File: config.mk
export PLATFORM = sky130hd
export DESIGN_NAME = tlv_body_attribute_parser
export DESIGN_NICKNAME = d
export VERILOG_FILES = /design/src/rtl/core/tbap_pkg.sv /design/src/rtl/core/tbap_parse_core.sv /design/src/rtl/core/tbap_skid.sv /design/src/rtl/core/tlv_body_attribute_parser.sv
export SDC_FILE = /design/constraint.sdc
export NUM_CORES = 1
export LEC_CHECK = 0
export BUFFER_PORTS_ARGS = -buffer_cell sky130_fd_sc_hd__buf_2
export CAP_MARGIN = 20
export CORE_UTILIZATION = 24
export DETAILED_ROUTE_END_ITERATION = 8
export RECOVER_POWER = 25
export SLEW_MARGIN = 30
export SYNTH_ARGS = -nofsm -noshare
export SYNTH_HDL_FRONTEND = slang
export SYNTH_HIERARCHICAL = 1
export SYNTH_SLANG_ARGS = --single-unit
export TNS_END_PERCENT = 30
File: constraint.sdc
create_clock -name clk_i -period 7.8 [get_ports clk_i]
set_clock_uncertainty 0.2 [all_clocks]
set_input_delay 0.39 -clock clk_i [delete_from_list [all_inputs] [get_ports clk_i]]
set_output_delay 0.39 -clock clk_i [all_outputs]
set_load 0.01 [all_outputs]
File: src/rtl/core/tbap_pkg.sv
// Shared constants, status codes and result type for the TLV body attribute parser.
// No dependencies; used by every module in rtl/core.
`timescale 1ns / 1ps

package tbap_pkg;

  localparam int unsigned MAX_BODY_BYTES = 1048576;

  // Position counter saturates at MAX_BODY_BYTES, so it must hold that value itself.
  localparam int unsigned POS_W   = $clog2(MAX_BODY_BYTES + 1);
  localparam int unsigned START_W = $clog2(MAX_BODY_BYTES);

  localparam int unsigned BYTE_W   = 8;
  localparam int unsigned TYPE_W   = 16;
  localparam int unsigned OFFSET_W = 20;
  localparam int unsigned LEN_W    = 16;
  localparam int unsigned STATUS_W = 3;
  localparam int unsigned SHIFT_W  = 24;
  localparam int unsigned HBS_W    = 2;
  localparam int unsigned SKIP_W   = 16;

  localparam int unsigned OUT_DATA_W = 56;

  localparam logic [STATUS_W-1:0] ST_OK        = 3'd0;
  localparam logic [STATUS_W-1:0] ST_ZERO_LEN  = 3'd1;
  localparam logic [STATUS_W-1:0] ST_HDR_CUT   = 3'd2;
  localparam logic [STATUS_W-1:0] ST_OVERRUN   = 3'd3;
  localparam logic [STATUS_W-1:0] ST_SHORT_LEN = 3'd4;
  localparam logic [STATUS_W-1:0] ST_TOO_LONG  = 3'd5;

  localparam logic [HBS_W-1:0] HDR_LAST_IDX = 2'd3;

  typedef struct packed {
    logic                is_attribute;
    logic [TYPE_W-1:0]   attr_type;
    logic [OFFSET_W-1:0] attr_offset;
    logic [LEN_W-1:0]    attr_length;
    logic                end_of_body;
    logic [STATUS_W-1:0] status;
  } result_t;

endpackage

File: src/rtl/core/tbap_parse_core.sv
// Parse state registers and next-state logic, one body byte per accepted item.
// Depends on tbap_pkg.
`timescale 1ns / 1ps

module tbap_parse_core (
  input  logic                          clk_i,
  input  logic                          rst_ni,
  input  logic                          in_fire_i,
  input  logic [tbap_pkg::BYTE_W-1:0]   in_byte_i,
  input  logic                          in_last_i,
  output logic                          res_valid_o,
  output tbap_pkg::result_t             res_o
);

  logic [tbap_pkg::POS_W-1:0]    pos_q, pos_d;
  logic [tbap_pkg::HBS_W-1:0]    hbs_q, hbs_d;
  logic [tbap_pkg::SHIFT_W-1:0]  shift_q, shift_d;
  logic [tbap_pkg::SKIP_W-1:0]   skip_q, skip_d;
  logic [tbap_pkg::START_W-1:0]  start_q, start_d;
  logic                          stopped_q, stopped_d;
  logic [tbap_pkg::STATUS_W-1:0] pend_q, pend_d;

  // First error wins; a too-long body may still replace a zero-length stop.
  function automatic logic [tbap_pkg::STATUS_W-1:0] merge_status(
    input logic [tbap_pkg::STATUS_W-1:0] pend,
    input logic [tbap_pkg::STATUS_W-1:0] code
  );
    logic [tbap_pkg::STATUS_W-1:0] r;
    r = pend;
    if (pend == tbap_pkg::ST_OK ||
        (pend == tbap_pkg::ST_ZERO_LEN && code == tbap_pkg::ST_TOO_LONG)) begin
      r = code;
    end
    return r;
  endfunction

  always_comb begin
    logic [tbap_pkg::LEN_W-1:0]   len;
    logic [tbap_pkg::LEN_W:0]     padded;
    logic                         attr;
    logic [tbap_pkg::STATUS_W-1:0] st;

    pos_d     = pos_q;
    hbs_d     = hbs_q;
    shift_d   = shift_q;
    skip_d    = skip_q;
    start_d   = start_q;
    stopped_d = stopped_q;
    pend_d    = pend_q;
    attr      = 1'b0;
    len       = {shift_q[tbap_pkg::BYTE_W-1:0], in_byte_i};
    padded    = ({1'b0, len} + 17'd3) & ~17'd3;
    st        = tbap_pkg::ST_OK;

    if (pos_q < tbap_pkg::POS_W'(tbap_pkg::MAX_BODY_BYTES)) begin
      pos_d = pos_q + 1'b1;
    end else if (!stopped_q || pend_q == tbap_pkg::ST_ZERO_LEN) begin
      stopped_d = 1'b1;
      hbs_d     = '0;
      shift_d   = '0;
      skip_d    = '0;
      pend_d    = merge_status(pend_q, tbap_pkg::ST_TOO_LONG);
    end

    if (!stopped_d) begin
      if (skip_q != '0) begin
        skip_d = skip_q - 1'b1;
      end else if (hbs_q != tbap_pkg::HDR_LAST_IDX) begin
        if (hbs_q == '0) begin
          start_d = tbap_pkg::START_W'(pos_q);
        end
        shift_d = {shift_q[tbap_pkg::SHIFT_W-tbap_pkg::BYTE_W-1:0], in_byte_i};
        hbs_d   = hbs_q + 1'b1;
      end else begin
        hbs_d   = '0;
        shift_d = '0;
        if (len == '0 || len < 16'd4) begin
          stopped_d = 1'b1;
          skip_d    = '0;
          pend_d    = merge_status(pend_q, (len == '0) ? tbap_pkg::ST_ZERO_LEN
                                                       : tbap_pkg::ST_SHORT_LEN);
        end else begin
          skip_d = tbap_pkg::SKIP_W'(padded - 17'd4);
          attr   = 1'b1;
        end
      end
    end

    if (in_last_i) begin
      if (pend_d != tbap_pkg::ST_OK) begin
        st = pend_d;
      end else if (hbs_d != '0) begin
        st = tbap_pkg::ST_HDR_CUT;
      end else if (skip_d != '0) begin
        st = tbap_pkg::ST_OVERRUN;
      end
    end

    res_valid_o        = in_fire_i && (attr || in_last_i);
    res_o.is_attribute = attr;
    res_o.attr_type    = attr ? shift_q[tbap_pkg::SHIFT_W-1:tbap_pkg::BYTE_W] : '0;
    res_o.attr_offset  = attr ? tbap_pkg::OFFSET_W'(start_d) : '0;
    res_o.attr_length  = attr ? len : '0;
    res_o.end_of_body  = in_last_i;
    res_o.status       = st;

    // Close the body: back to the reset state for the next one.
    if (in_last_i) begin
      pos_d     = '0;
      hbs_d     = '0;
      shift_d   = '0;
      skip_d    = '0;
      start_d   = '0;
      stopped_d = 1'b0;
      pend_d    = tbap_pkg::ST_OK;
    end
  end

  always_ff @(posedge clk_i or negedge rst_ni) begin
    if (!rst_ni) begin
      pos_q     <= '0;
      hbs_q     <= '0;
      shift_q   <= '0;
      skip_q    <= '0;
      start_q   <= '0;
      stopped_q <= 1'b0;
      pend_q    <= tbap_pkg::ST_OK;
    end else if (in_fire_i) begin
      pos_q     <= pos_d;
      hbs_q     <= hbs_d;
      shift_q   <= shift_d;
      skip_q    <= skip_d;
      start_q   <= start_d;
      stopped_q <= stopped_d;
      pend_q    <= pend_d;
    end
  end

  a_stop_clears: assert property (@(posedge clk_i) disable iff (!rst_ni)
    stopped_q |-> (hbs_q == '0 && skip_q == '0 && shift_q == '0))
    else $error("stopped parser holds header or skip state");

  a_skip_no_hdr: assert property (@(posedge clk_i) disable iff (!rst_ni)
    (skip_q != '0) |-> (hbs_q == '0))
    else $error("skipping value bytes while a header is in progress");

  a_last_resets: assert property (@(posedge clk_i) disable iff (!rst_ni)
    (in_fire_i && in_last_i) |=> (pos_q == '0 && !stopped_q && pend_q == tbap_pkg::ST_OK))
    else $error("body end did not return parser to reset state");

endmodule

File: src/rtl/core/tbap_skid.sv
// Two-entry output register with skid stage for parser results.
// Depends on tbap_pkg.
`timescale 1ns / 1ps

module tbap_skid (
  input  logic              clk_i,
  input  logic              rst_ni,
  input  logic              in_valid_i,
  input  tbap_pkg::result_t in_data_i,
  output logic              in_ready_o,
  output logic              out_valid_o,
  output tbap_pkg::result_t out_data_o,
  input  logic              out_ready_i
);

  logic              main_valid_q, main_valid_d;
  logic              skid_valid_q, skid_valid_d;
  tbap_pkg::result_t main_q, main_d;
  tbap_pkg::result_t skid_q, skid_d;

  assign in_ready_o  = !skid_valid_q;
  assign out_valid_o = main_valid_q;
  assign out_data_o  = main_q;

  always_comb begin
    main_valid_d = main_valid_q;
    skid_valid_d = skid_valid_q;
    main_d       = main_q;
    skid_d       = skid_q;
    if (!main_valid_q || out_ready_i) begin
      // Advance: skid drains first, else take the incoming item.
      main_valid_d = skid_valid_q || in_valid_i;
      main_d       = skid_valid_q ? skid_q : in_data_i;
      skid_valid_d = 1'b0;
    end else if (in_valid_i && !skid_valid_q) begin
      skid_valid_d = 1'b1;
      skid_d       = in_data_i;
    end
  end

  always_ff @(posedge clk_i or negedge rst_ni) begin
    if (!rst_ni) begin
      main_valid_q <= 1'b0;
      skid_valid_q <= 1'b0;
    end else begin
      main_valid_q <= main_valid_d;
      skid_valid_q <= skid_valid_d;
    end
  end

  always_ff @(posedge clk_i) begin
    main_q <= main_d;
    skid_q <= skid_d;
  end

  a_skid_needs_main: assert property (@(posedge clk_i) disable iff (!rst_ni)
    skid_valid_q |-> main_valid_q)
    else $error("skid entry held while output register is empty");

  a_skid_drains: assert property (@(posedge clk_i) disable iff (!rst_ni)
    (skid_valid_q && out_ready_i) |=> (main_valid_q && !skid_valid_q && main_q == $past(skid_q)))
    else $error("skid entry lost on drain");

endmodule

File: src/rtl/core/tlv_body_attribute_parser.sv
// Top level of the TLV body attribute parser: byte stream in, attribute/end results out.
// Depends on tbap_pkg, tbap_parse_core and tbap_skid.
`timescale 1ns / 1ps
//
// Channel   Dir  tdata                                     tuser         tlast
// s_axis    in   [7:0] body_byte                           -             last_byte
// m_axis    out  [15:0] attr_type, [35:16] attr_offset,    is_attribute  end_of_body
//                [51:36] attr_length, [54:52] status, [55] zero
//
// Rate: one body byte per clock while s_axis_tready_o is high; each result is registered
//   in the tbap_skid output entry (via the skid entry while m_axis is held) before it
//   appears on m_axis. The byte rate is set by the parse-state update in tbap_parse_core.
// Reset: rst_ni low clears parse state and both output entries at once.
// Stalls: the skid stage absorbs one result while m_axis is held; s_axis_tready_o
//   drops only when both output entries are full.
// Bytes that cause no result (value, padding, ignored bytes) pass without output.

module tlv_body_attribute_parser (
  input  logic        clk_i,
  input  logic        rst_ni,
  input  logic        s_axis_tvalid_i,
  output logic        s_axis_tready_o,
  input  logic [7:0]  s_axis_tdata_i,   // [7:0] body_byte
  input  logic        s_axis_tlast_i,   // last_byte
  output logic        m_axis_tvalid_o,
  input  logic        m_axis_tready_i,
  output logic [55:0] m_axis_tdata_o,   // attr_type, attr_offset, attr_length, status, pad
  output logic        m_axis_tuser_o,   // is_attribute
  output logic        m_axis_tlast_o    // end_of_body
);

  logic              in_fire;
  logic              res_valid;
  tbap_pkg::result_t res;
  tbap_pkg::result_t out_res;

  // Accept a byte whenever the output side has room for its possible result.
  assign in_fire = s_axis_tvalid_i && s_axis_tready_o;

  tbap_parse_core u_core (
    .clk_i       (clk_i),
    .rst_ni      (rst_ni),
    .in_fire_i   (in_fire),
    .in_byte_i   (s_axis_tdata_i),
    .in_last_i   (s_axis_tlast_i),
    .res_valid_o (res_valid),
    .res_o       (res)
  );

  tbap_skid u_skid (
    .clk_i       (clk_i),
    .rst_ni      (rst_ni),
    .in_valid_i  (res_valid),
    .in_data_i   (res),
    .in_ready_o  (s_axis_tready_o),
    .out_valid_o (m_axis_tvalid_o),
    .out_data_o  (out_res),
    .out_ready_i (m_axis_tready_i)
  );

  // Pack result fields, lowest field first, zero fill to a whole byte.
  assign m_axis_tdata_o = {1'b0, out_res.status, out_res.attr_length,
                           out_res.attr_offset, out_res.attr_type};
  assign m_axis_tuser_o = out_res.is_attribute;
  assign m_axis_tlast_o = out_res.end_of_body;

endmodule
==> flow_summary.toml, run 1 <==
[cells_and_area]
drive_gt1_share_pct = 17.8
nFillCells = 4246
syn_to_final_growth_pct = 15.2
final_cell_mix = "edfxtp_1 (114), dfrtp_1 (88), clkbuf_1 (65)"
antennaDiodeCount = 0
multi_input_area_mm2 = 0.00402
regArea_mm2 = 0.00565
final_common_cell = "edfxtp_1"
final_nets = 857

[flow_run]
max-cap-violations = 3

[pwr]
p_switching_w = 0.00125
p_per_area_mw_per_mm2 = 311
sw_frac_of_total_pct = 34.5
p_seq_share_pct = 39.0
power_frac_comb_pct = 29.1
pwr-share-clk_pct = 31.9
peakVddDrop_mv = 0.115
p_int_w = 0.00236
p_leak_nw = 4.33

[logic_synthesis]
syn-mean-instance-area_um2 = 12.9
ys.warnings.count = 6
synth_fa_ha_area_share_pct = 0.621
synth_edf_count = 114
ys_types = 77
synthMuxAreaShare_pct = 8.71
seq_area_frac_synth_pct = 56.1
syn-cell-area_mm2 = 0.0101
synth_xor_area_share_pct = 2.70
synthFlopType = "edfxtp_1"
synth_compound_area_share_pct = 13.4
ys_ff_latch = 203
synth_top_family_by_area = "simple AND/OR/NAND/NOR gates"
synthCells = 779
yosys.area_share.simple_pct = 14.2
syn_nets = 797
async_flop_share_pct = 43.8

[global_route]
grt_max_degree = 63
grt_pass1_wl_um = 38200
grt_pass1_vias = 6759
grt_use_total_pct = 11.3
gr-total-overflow = 0
antenna_found_initial = 1

[routing]
wl_per_cell_um = 17.2
wl_um = 23800
vias = 6635
ant_nets = 0
drt_iter0_drc = 539
drc_errors = 8
dr.pass1.iters = 6
via_per_inst = 4.78

[worst_setup_path]
cp_data_required_time_ps = 7760
critPathKind = "register to register"
worstReg2RegStart = "u_skid/out_valid_o"
slowest_delay_ps = 2420
rr_endpoint = "u_skid/skid_q[34]"
crit_fanout = 60
path_cells = "nand2b_2, clkbuf_1, nor3b_2, buf_4"
cp_slowest_cell = "clkbuf_1"
r2r_cells = 4
r2r_slack_ps = 3540
cp_data_arrival_time_ps = 4220
end_kind = "register"
start_kind = "register"

[placement]
dpl.hpwl_um = 15800
preCtsSetupSlack_ps = 4020
place_congestion = 0.918
portBuffers = 71

[worst_hold_path]
hold_path_depth = 2
min_from = "s_axis_tdata_i[0]"
hp-class = "input pin to register"
worstHoldEndpoint = "u_core/shift_q[0]"

[die]
die_w_um = 207
num_rows = 74
core_mm2 = 0.0411
dieArea_mm2 = 0.0428
dieHeight_um = 207
start_util_pct = 24.5
ios = 73

[sta]
maxSlewViolCount = 156
max_freq_mhz = 235
finalCriticalPeriod_ps = 4260
worst_slack_ps = 3540
final_hold_viol_count = 0
worst_pin_slew_ps = 3440
timing.setup.tns_ps = 0
setup_viol = 0
fin_crit_sh_pct = 54.6
rsz0062_at_grt = "no"
max-slew-margin-rel_pct = -129

[cts]
cts_tree = "yes"
post_cts_resized = 0
postCtsHoldBufs = 6
clock_latency_ps = 530
htree_num_levels = 1
cts.path.max_buffers = 3
clock-sinks = 203
clkSlewWorstSetupHoldPaths_ps = 60
clock_tree.root_cell = "clkbuf_16"
numCtsBuffers = 22
post_cts_buffers = 0

[outcome]
violations = "design-rule violations, max-capacitance violations, max-slew violations"
status = "complete, but fails checks"
==> critical path, delay by kind of cell, from the launching register on <==
kind                   cells  cell delay, ps
buffers and inverters      2            2950
flip-flops                 1             400
AND/OR/NAND/NOR            2             300
==> power by group through the flow <==
stage	Clock (W)	Sequential [W]	Combinational, W
5_1_grt	0.00122	0.00143	0.00114
4_1_cts	0.00119	0.00140	0.00105
3_3_place_gp	0	0.00143	0.00105
6_report	0.00115	0.00141	0.00105
2_1_floorplan	0	0.00138	0.000783
3_5_place_dp	0	0.00142	0.00104
==> Yosys cell counts, types with 5 or more instances <==
| cell type | number | area (µm²) |
|---|---|---|
| edfxtp_1 | 114 | 3420 |
| dfrtp_1 | 89 | 2230 |
| and2_1 | 57 | 357 |
| mux2_4 | 57 | 856 |
| nor2_1 | 53 | 199 |
| o2bb2ai_1 | 49 | 429 |
| a22oi_1 | 36 | 270 |
| nand2_1 | 21 | 78.8 |
| clkbuf_1 | 20 | 75.1 |
| nand3_1 | 19 | 95.1 |
| nor3_1 | 18 | 90.1 |
| o21ai_0 | 16 | 80.1 |
| xor2_1 | 16 | 140 |
| a21oi_1 | 15 | 75.1 |
| xnor2_1 | 15 | 131 |
| buf_2 | 14 | 70.1 |
| inv_1 | 14 | 52.6 |
| a22o_1 | 10 | 87.6 |
| nand4_1 | 10 | 62.6 |
| nor4_1 | 8 | 50.1 |
| a31oi_1 | 7 | 43.8 |
| and3_1 | 7 | 43.8 |
| buf_12 | 5 | 100 |
| ha_1 | 5 | 62.6 |
| nand2b_1 | 5 | 31.3 |
==> state kept, by name, summed over array words and instances, names as in the netlist <==
register	flops
u_core/hbs_q	2
u_core/pend_q	3
u_core/pos_q	21
u_core/shift_q	24
u_core/skip_q	16
u_core/start_q	20
u_core/stopped_q	1
u_skid/out_data_o	57
u_skid/out_valid_o	1
u_skid/skid_q	57
u_skid/skid_valid_q	1
==> per-stage QoR <==
stage          std cells  total power (W)  instance area, µm²  util [%]  hold slack [ps]
2_1_floorplan        779          0.00217               10100         -             -106
3_3_place_gp        1340          0.00247               10800      26.3              220
3_5_place_dp        1341          0.00247               10800      26.3              224
4_1_cts             1387          0.00364               11700      28.4             2.59
5_1_grt             1387          0.00379               11600      28.2             26.6
6_report            1387          0.00361               11600      28.2             15.1
==> cell families after synthesis <==
group	count (synthesis)
and+or+nand+nor	240
AOI/OAI and AO/OA	175
other	1
muxes	59
xor gates and xnor gates	31
DFF	203
adders and majority gates	5
buffers and inverters	65
==> layout make-up <==
| type | instances | area share (%) |
|---|---|---|
| multi-input combinational | 511 | 34.7 |
| clock buffer | 27 | 5.09 |
| sequential | 203 | 48.7 |
| inverter | 14 | 0.453 |
| tap | 532 | 5.74 |
| clock inverter | 13 | 1.77 |
| timing repair buffer | 87 | 3.56 |
==> worst max-delay path by stage <==
| stage | from | endpoint | slack, ps | cells after the start |
|---|---|---|---|---|
| final | u_skid/out_valid_o | u_skid/skid_q[34] | 3540 | 4 |
| after global routing | u_skid/out_valid_o | u_skid/skid_q[33] | 3160 | 4 |
| after CTS | u_skid/skid_valid_q | u_skid/skid_q[31] | 4020 | 7 |
| after detailed placement | u_skid/skid_valid_q | u_skid/skid_q[33] | 4020 | 7 |
| after global placement | u_core/skip_q[0] | u_core/start_q[10] | 4010 | 9 |
| after floorplan | u_core/skip_q[0] | u_skid/skid_q[0] | 770 | 10 |
==> layer usage <==
metal	part of all wire [%]	GRT usage, %	wire length (µm)	up-vias
li1	-	-	-	3078
met1	44	14.4	10400	3283
met2	47	18.6	11300	214
met4	3.3	5.14	797	2
met5	0.071	0	17	-
met3	5.7	2.06	1360	58
Power figures use the tool's default switching activity.
==> run 2, diff against run 1 <==
Clock period 7.8 ns to 3.8 ns, I/O delays scaled along.
==> run 2 against run 1 <==
  * The run still ends with design-rule violations, max-capacitance violations, max-slew violations left
  * Final area up 1.7%
  * First-iteration DRC count down 29%
  * Setup slack worse by 3300 ps
  * Global-route usage about the same
  * Via count down 0.75%
  * Sequential power up 100%
  * Wire length down 0.28%
  * Clock power up 90%
  * Sequential share of layout area down 0.82 points
  * Die area unchanged
  * Critical path depth up 10
  * Critical endpoint is now u_skid/out_data_o[0]
  * Largest power group unchanged
==> flow_summary.toml, run 2 (synthesis gave the netlist of run 1 again) <==
[sta]
hold_ws_ps = 81.2
worst_pin_slew_ps = 1880
max-slew-margin-rel_pct = -25.1
maxSlewViolCount = 108
setup_viol = 0
final_hold_viol_count = 0
fin_crit_sh_pct = 93.7
max_freq_mhz = 281
rsz0062_at_grt = "no"
finalCriticalPeriod_ps = 3560

[cells_and_area]
multi_input_area_mm2 = 0.00403
final_cell_mix = "edfxtp_1 (114), dfrtp_1 (88), and2_1 (57), mux2_4 (57), nor2_1 (52)"
final_common_cell = "edfxtp_1"
final_nets = 882
antennaDiodeCount = 0
drive_gt1_share_pct = 23.5
regArea_mm2 = 0.00565
nFillCells = 4232
finalNonFillerCells = 1412
syn_to_final_growth_pct = 17.2

[pwr]
p_int_w = 0.00479
pwr-share-clk_pct = 29.7
p_switching_w = 0.00258
p_per_area_mw_per_mm2 = 625
p_seq_share_pct = 38.8
p_leak_nw = 4.57
peakVddDrop_mv = 0.214
power_frac_comb_pct = 31.6
sw_frac_of_total_pct = 35.0

[placement]
portBuffers = 71
place_congestion = 0.901
dpl.hpwl_um = 16400
placed_cells = 1363

[die]
core_mm2 = 0.0411
start_util_pct = 24.5
dieHeight_um = 207
dieArea_mm2 = 0.0428
die_w_um = 207
ios = 73
num_rows = 74

[worst_setup_path]
cp_data_arrival_time_ps = 3630
r2r_slack_ps = 370
start_kind = "input pin"
cp-endpoint = "u_skid/out_data_o[0]"
cp_data_required_time_ps = 3870
r2r_cells = 9
startpoint = "s_axis_tdata_i[0]"
end_kind = "register"
critPathKind = "input pin to register"
worstReg2RegStart = "u_core/skip_q[3]"
rr_endpoint = "u_skid/out_data_o[0]"
crit_fanout = 9

[global_route]
grt_pass1_vias = 6620
antenna_found_initial = 0
gr-total-overflow = 0
grt_pass1_wl_um = 38100
grt_max_degree = 71
grt_use_total_pct = 11.3

[cts]
clock_latency_ps = 520
htree_num_levels = 1
clkSlewWorstSetupHoldPaths_ps = 70
post_cts_buffers = 0
cts.path.max_buffers = 3
cts_tree = "yes"
numCtsBuffers = 22
clock_tree.root_cell = "clkbuf_16"
clock-sinks = 203

[routing]
drc_errors = 3
wl_per_cell_um = 16.8
drt_iter0_drc = 380
ant_nets = 0
via_per_inst = 4.66
vias = 6585
wl_um = 23800
dr.pass1.iters = 9

[flow_run]
max-cap-violations = 2

[outcome]
violations = "design-rule violations, max-capacitance violations, max-slew violations"
status = "complete, but fails checks"

[worst_hold_path]
hp-class = "input pin to register"
[run 2: cell type report]
class,instances,area share [%]
inverter,14,0.445
clock buffer,29,5.24
tap,532,5.64
clock inverter,11,1.02
timing repair buffer,112,5.60
multi-input combinational,511,34.2
sequential,203,47.9
[run 2: how the worst min path moves through the flow]
stage / startpoint / to / slack [ps] / cells past startpoint
floorplan: rst_ni / u_core/hbs_q[0] / -310 / 0
global placement: rst_ni / u_core/pos_q[12] / 200 / 1
detailed placement: rst_ni / u_core/pos_q[12] / 210 / 1
CTS: m_axis_tready_i / u_skid/skid_q[1] / 50 / 4
global route: m_axis_tready_i / u_skid/skid_q[1] / 80 / 4
finish: m_axis_tready_i / u_skid/skid_q[1] / 80 / 4
[run 2: metrics by stage]
step	setup TNS [ps]	worst slack (ps)	util, %	cell area [µm²]	total power, W
global route	0	33.9	28.7	11800	0.00774
finish	0	239	28.7	11800	0.00737
floorplan	-180880	-3170	-	10100	0.00446
CTS	0	269	28.8	11800	0.00740
global placement	0	373	26.8	11000	0.00518
detailed placement	0	257	26.8	11000	0.00517
[run 2: timing repair]
action / CTS / global route
resized for setup: 0 / 1
hold endpoints to repair: 85 / 0
endpoints found under the setup margin: 0 / 2
hold buffers: 9 / 0
[run 2: routing by layer]
metal	vias to the layer above	global-route usage, %	share of wire, %
met2	156	18.2	47
met3	35	1.87	5.0
met1	3273	15.4	46
met5	-	0	0
li1	3121	-	-
met4	0	3.73	2.4
[run 2: power by group through the flow]
stage / registers [W] / logic [W] / clock network [W]
floorplan: 0.00284 / 0.00162 / 0
CTS: 0.00286 / 0.00229 / 0.00225
detailed placement: 0.00290 / 0.00227 / 0
global route: 0.00290 / 0.00251 / 0.00233
global placement: 0.00289 / 0.00229 / 0
finish: 0.00286 / 0.00233 / 0.00219
[run 2: critical path, cell delays in order]
cell,delay [ps]
dlygate4sd3_1,530
buf_2,170
nor2_1,220
xor2_1,220
ha_1,260
and3b_1,230
nand4b_1,150
o21ai_0,130
xor2_1,180
a211oi_1,330
nand4_1,240
nor4_4,370
a21oi_1,140
mux2_4,280
